[src/rtl/mfle_pkg.sv]
// Shared types and constants for the monochrome frame store drawing engine.
// Holds field widths, command codes, controller states and the control/status structs.
// No dependencies.
package mfle_pkg;

  localparam int PIXELS_PER_PAGE = 8;
  localparam int FUNC_W          = 2;
  localparam int COORD_W         = 9;
  localparam int SIZE_W          = 8;
  localparam int DATA_W          = 8;
  localparam int PAGE_W          = 3;
  localparam int COLUMN_W        = 7;

  typedef enum logic [FUNC_W-1:0] {
    FUNC_CLEAR = 2'd0,
    FUNC_LINE  = 2'd1,
    FUNC_RECT  = 2'd2,
    FUNC_READ  = 2'd3
  } func_t;

  typedef enum logic [2:0] {
    ST_INIT,
    ST_IDLE,
    ST_CLEAR,
    ST_LINE,
    ST_RECT,
    ST_READ,
    ST_DRAIN,
    ST_RESP
  } state_t;

  // Controller to datapath.
  typedef struct packed {
    logic load;
    logic line_step;
    logic rect_step;
    logic sweep_step;
    logic read_issue;
    logic load_result;
  } ctl_t;

  // Datapath to controller.
  typedef struct packed {
    logic line_last;
    logic rect_last;
    logic rect_empty;
    logic sweep_last;
  } status_t;

endpackage

[src/rtl/mfle_ctrl.sv]
// Command sequencer for the drawing engine: state machine and response valid flag.
// Depends on mfle_pkg (state_t, ctl_t, status_t, command codes).
module mfle_ctrl import mfle_pkg::*; (
  input  logic              clk,
  input  logic              rst,
  input  logic              in_valid,
  output logic              in_ready,
  input  logic [FUNC_W-1:0] func,
  output logic              out_valid,
  input  logic              out_ready,
  input  status_t           status,
  output ctl_t              ctl
);

  state_t state;
  state_t state_next;

  always_ff @(posedge clk) begin
    if (rst) begin
      state     <= ST_INIT;
      out_valid <= 1'b0;
    end else begin
      state <= state_next;
      if (ctl.load_result) begin
        out_valid <= 1'b1;
      end else if (out_ready) begin
        out_valid <= 1'b0;
      end
    end
  end

  always_comb begin
    state_next = state;
    case (state)
      ST_INIT: begin
        if (status.sweep_last) state_next = ST_IDLE;
      end
      ST_IDLE: begin
        if (in_valid) begin
          case (func)
            FUNC_CLEAR: state_next = ST_CLEAR;
            FUNC_LINE:  state_next = ST_LINE;
            FUNC_RECT:  state_next = ST_RECT;
            default:    state_next = ST_READ;
          endcase
        end
      end
      ST_CLEAR: begin
        if (status.sweep_last) state_next = ST_RESP;
      end
      ST_LINE: begin
        if (status.line_last) state_next = ST_DRAIN;
      end
      ST_RECT: begin
        if (status.rect_last || status.rect_empty) state_next = ST_DRAIN;
      end
      ST_READ:  state_next = ST_RESP;
      ST_DRAIN: state_next = ST_RESP;
      ST_RESP: begin
        if (!out_valid || out_ready) state_next = ST_IDLE;
      end
      default: state_next = ST_INIT;
    endcase
  end

  always_comb begin
    ctl      = '0;
    in_ready = 1'b0;
    case (state)
      ST_INIT:  ctl.sweep_step = 1'b1;
      ST_IDLE: begin
        in_ready = 1'b1;
        ctl.load = in_valid;
      end
      ST_CLEAR: ctl.sweep_step = 1'b1;
      ST_LINE:  ctl.line_step  = 1'b1;
      ST_RECT:  ctl.rect_step  = 1'b1;
      ST_READ:  ctl.read_issue = 1'b1;
      ST_RESP:  ctl.load_result = !out_valid || out_ready;
      default:  ctl = '0;
    endcase
  end

  a_accept_leaves_idle: assert property (@(posedge clk) disable iff (rst)
    (in_valid && in_ready) |=> (state != ST_IDLE))
    else $error("command accepted but sequencer stayed idle");

  a_valid_from_resp: assert property (@(posedge clk) disable iff (rst)
    $rose(out_valid) |-> ($past(state) == ST_RESP))
    else $error("response raised outside the response state");

  a_resp_holds_on_stall: assert property (@(posedge clk) disable iff (rst)
    (state == ST_RESP && out_valid && !out_ready) |=> (state == ST_RESP))
    else $error("response state left while previous response still stalled");

endmodule

[config.mk]
export PLATFORM = sky130hd
export DESIGN_NAME = mfle_ctrl
export DESIGN_NICKNAME = d
export VERILOG_FILES = /design/src/rtl/mfle_pkg.sv /design/src/rtl/mfle_ctrl.sv
export SDC_FILE = /design/constraint.sdc
export NUM_CORES = 1
export LEC_CHECK = 0
export ABC_AREA = 1
export BUFFER_PORTS_ARGS = -buffer_cell sky130_fd_sc_hd__buf_4
export CORE_AREA = 2 2 39 41
export CTS_BUF_LIST = sky130_fd_sc_hd__clkbuf_8
export CTS_CLUSTER_DIAMETER = 30
export DETAILED_ROUTE_END_ITERATION = 10
export DIE_AREA = 0 0 41 43
export GPL_TIMING_DRIVEN = 1
export PLACE_DENSITY_LB_ADDON = 0.2
export SLEW_MARGIN = 15
export SYNTH_ARGS = -nofsm -noshare
export SYNTH_HDL_FRONTEND = slang
export SYNTH_SLANG_ARGS = --single-unit
[constraint.sdc]
create_clock -name clk -period 2.73 [get_ports clk]
set_input_delay 0.273 -clock clk [delete_from_list [all_inputs] [get_ports clk]]
set_output_delay 0.273 -clock clk [all_outputs]
set_load 0.01 [all_outputs]
==> flow_metrics.py <==
metrics = {
    "global_route": {
        "gr-total-overflow": 0,
        "first_global_vias": 354,
        "grt_pass1_wl_mm": 1.32,
        "grt_usage": 0.115,
        "grt_max_degree": 11,
        "antenna_found_initial": 0,
    },
    "clock_network": {
        "clock_latency_ps": 220,
        "cts_buffers": 3,
        "h-tree-depth": 1,
        "cts_tree": "built",
        "cts_root_buffer": "clkbuf_8",
        "clockBufferDepth": 2,
        "postCtsSetupRepairBufs": 0,
        "cts_hold_buf": 0,
        "cts_resized": 0,
        "clock_sinks": 4,
        "path_clk_slew_ps": 30,
    },
    "layout": {
        "multi_input_area_um2": 224,
        "nets": 89,
        "insertedDiodeCount": 0,
        "drive_gt1_frac": 0.468,
        "fill_cells": 163,
        "layout_commonest_cell": "buf_4",
        "instances_no_fill": 93,
        "final_cell_mix": "buf_4, nand2_1, inv_1",
        "seqCellArea_um2": 80.1,
        "area_growth_pct": 40.5,
    },
    "worst_setup_path": {
        "arrival_ps": 1220,
        "startpoint": "state[2]",
        "path_class": "flip-flop to output pin",
        "worstSetupStartpointType": "flip-flop",
        "crit_slowest_cell": "dfxtp_1",
        "r2r-start": "state[2]",
        "crit_path_end_kind": "output pin",
        "crit_fanout": 10,
        "required_ps": 2460,
        "path_cells": "nand3_2 > nor2_1 > buf_4",
        "critPathMaxStageDelay_ps": 590,
        "reg2reg_slack_ps": 1400,
    },
    "floorplanning": {
        "io_pins": 18,
        "die_h_um": 43,
        "coreArea_um2": 1380,
        "row_count": 14,
        "die_w_um": 41,
        "start_util": 0.277,
        "die-area_um2": 1760,
    },
    "placement": {
        "dp.cells": 90,
        "place_congestion": 0.773,
        "dpl.hpwl_um": 595,
        "port_buffers": 17,
    },
    "detailed_routing": {
        "wl_met2_um": 374,
        "wirelength_um": 743,
        "wl_per_cell_um": 7.99,
        "first_iter_violations": 14,
        "dr.pass1.iters": 4,
        "postRouteAntennaNets": 0,
        "vias": 390,
        "routed.top_layer": "met3",
        "wl_met1_um": 323,
        "met3WireLength_um": 45,
        "vias_per_cell": 4.19,
        "drc": 0,
    },
    "timing": {
        "rsz0062_at_grt": "false",
        "fin_crit_sh": 0.545,
        "fmax_mhz": 672,
        "relSlewSlack": 0.697,
        "skew_ps": 4.14,
        "final-setup-viol-count": 0,
        "maxSlewViolCount": 0,
        "worst_pin_slew_ps": 454,
        "fin_tns_setup_ps": 0,
        "post-route-min-period_ps": 1490,
        "hold_viol_final": 0,
    },
    "yosys": {
        "syn_area_um2": 383,
        "ys_warn_count": 0,
        "synth.distinct_cells": 15,
        "synth.avg_cell_area_um2": 6.38,
        "ys_ff_latch": 4,
        "syn_inst": 60,
        "synth_nets": 70,
        "ys_seq_area_frac": 0.209,
    },
    "power_and_ir_drop": {
        "p_leak_uw": 0.000306,
        "cellPowerDensity_nw_per_um2": 997,
        "ir_drop_uv": 430,
    },
    "flow_run": {
        "drv_cap": 0,
    },
    "hold_path": {
        "worstHoldStart": "rst",
        "hold_class": "input pin to flip-flop",
    },
    "run_status": {
        "status": "finished clean",
    },
}
[final timing paths]
check	cells after the start	end
worst max-delay path	3	ctl[0]
worst min-delay path	3	out_valid
worst max register to register	7	state[0]
worst min register to register	3	out_valid
[synth_stat cells]
cell type / n / area share
buf_6: 3 / 0.088
dfxtp_1: 4 / 0.21
inv_1: 10 / 0.098
inv_2: 2 / 0.020
nand2_1: 12 / 0.12
nand2_2: 5 / 0.082
nand3_1: 2 / 0.026
nand3_2: 2 / 0.052
nor2_1: 9 / 0.088
nor2_2: 4 / 0.065
nor2_4: 3 / 0.088
o211ai_1: 1 / 0.020
o21a_1: 1 / 0.020
o21ai_0: 1 / 0.013
o21ai_1: 1 / 0.013
[routing by layer]
layer | vias up | global-route usage
li1 | 209 | -
met1 | 171 | 0.142
met2 | 10 | 0.153
met3 | 0 | 0.0471
met4 | 0 | 0.0800
met5 | - | 0
[flip-flops by register name, indices dropped and copies added, names as in the netlist]
signal     cells
out_valid      1
state          3
[through the flow]
step	setup WS [ps]	cell area, µm²	power [µW]	hold WS (ps)	util
floorplan	1680	383	364	459	-
global placement	1430	497	415	574	0.359
detailed placement	1410	497	415	568	0.359
CTS	1230	538	546	340	0.389
global route	1130	538	593	374	0.389
finish	1240	538	536	336	0.389
[cell type report]
type                       instances  area share
multi-input combinational         41       0.416
sequential                         4       0.149
clock buffer                       3      0.0767
inverter                          12      0.0837
tap                               16      0.0372
timing repair buffer              17       0.237
[cells by family (layout without fill, tap and decap cells)]
kind of cell / after synthesis / in the layout / synth area share
flip-flops: 4 / 4 / 0.209
AO/OA/AOI/OAI: 4 / 4 / 0.0653
buffers and inverters: 15 / 32 / 0.206
AND/OR/NAND/NOR: 37 / 37 / 0.520
[worst max-delay path, delay by kind of cell, from the launching register on]
family / cells / cell delay, ps
flip-flops: 1 / 590
AND/OR/NAND/NOR: 2 / 280
buffers and inverters: 1 / 120
[where the power goes]
group	switching, µW	total, µW	internal (µW)	leakage [µW]
clock network	31.4	125	94.1	0.0000216
logic	144	270	126	0.000252
registers	61.3	141	79.8	0.0000331
(Power assumes the default switching activity.)
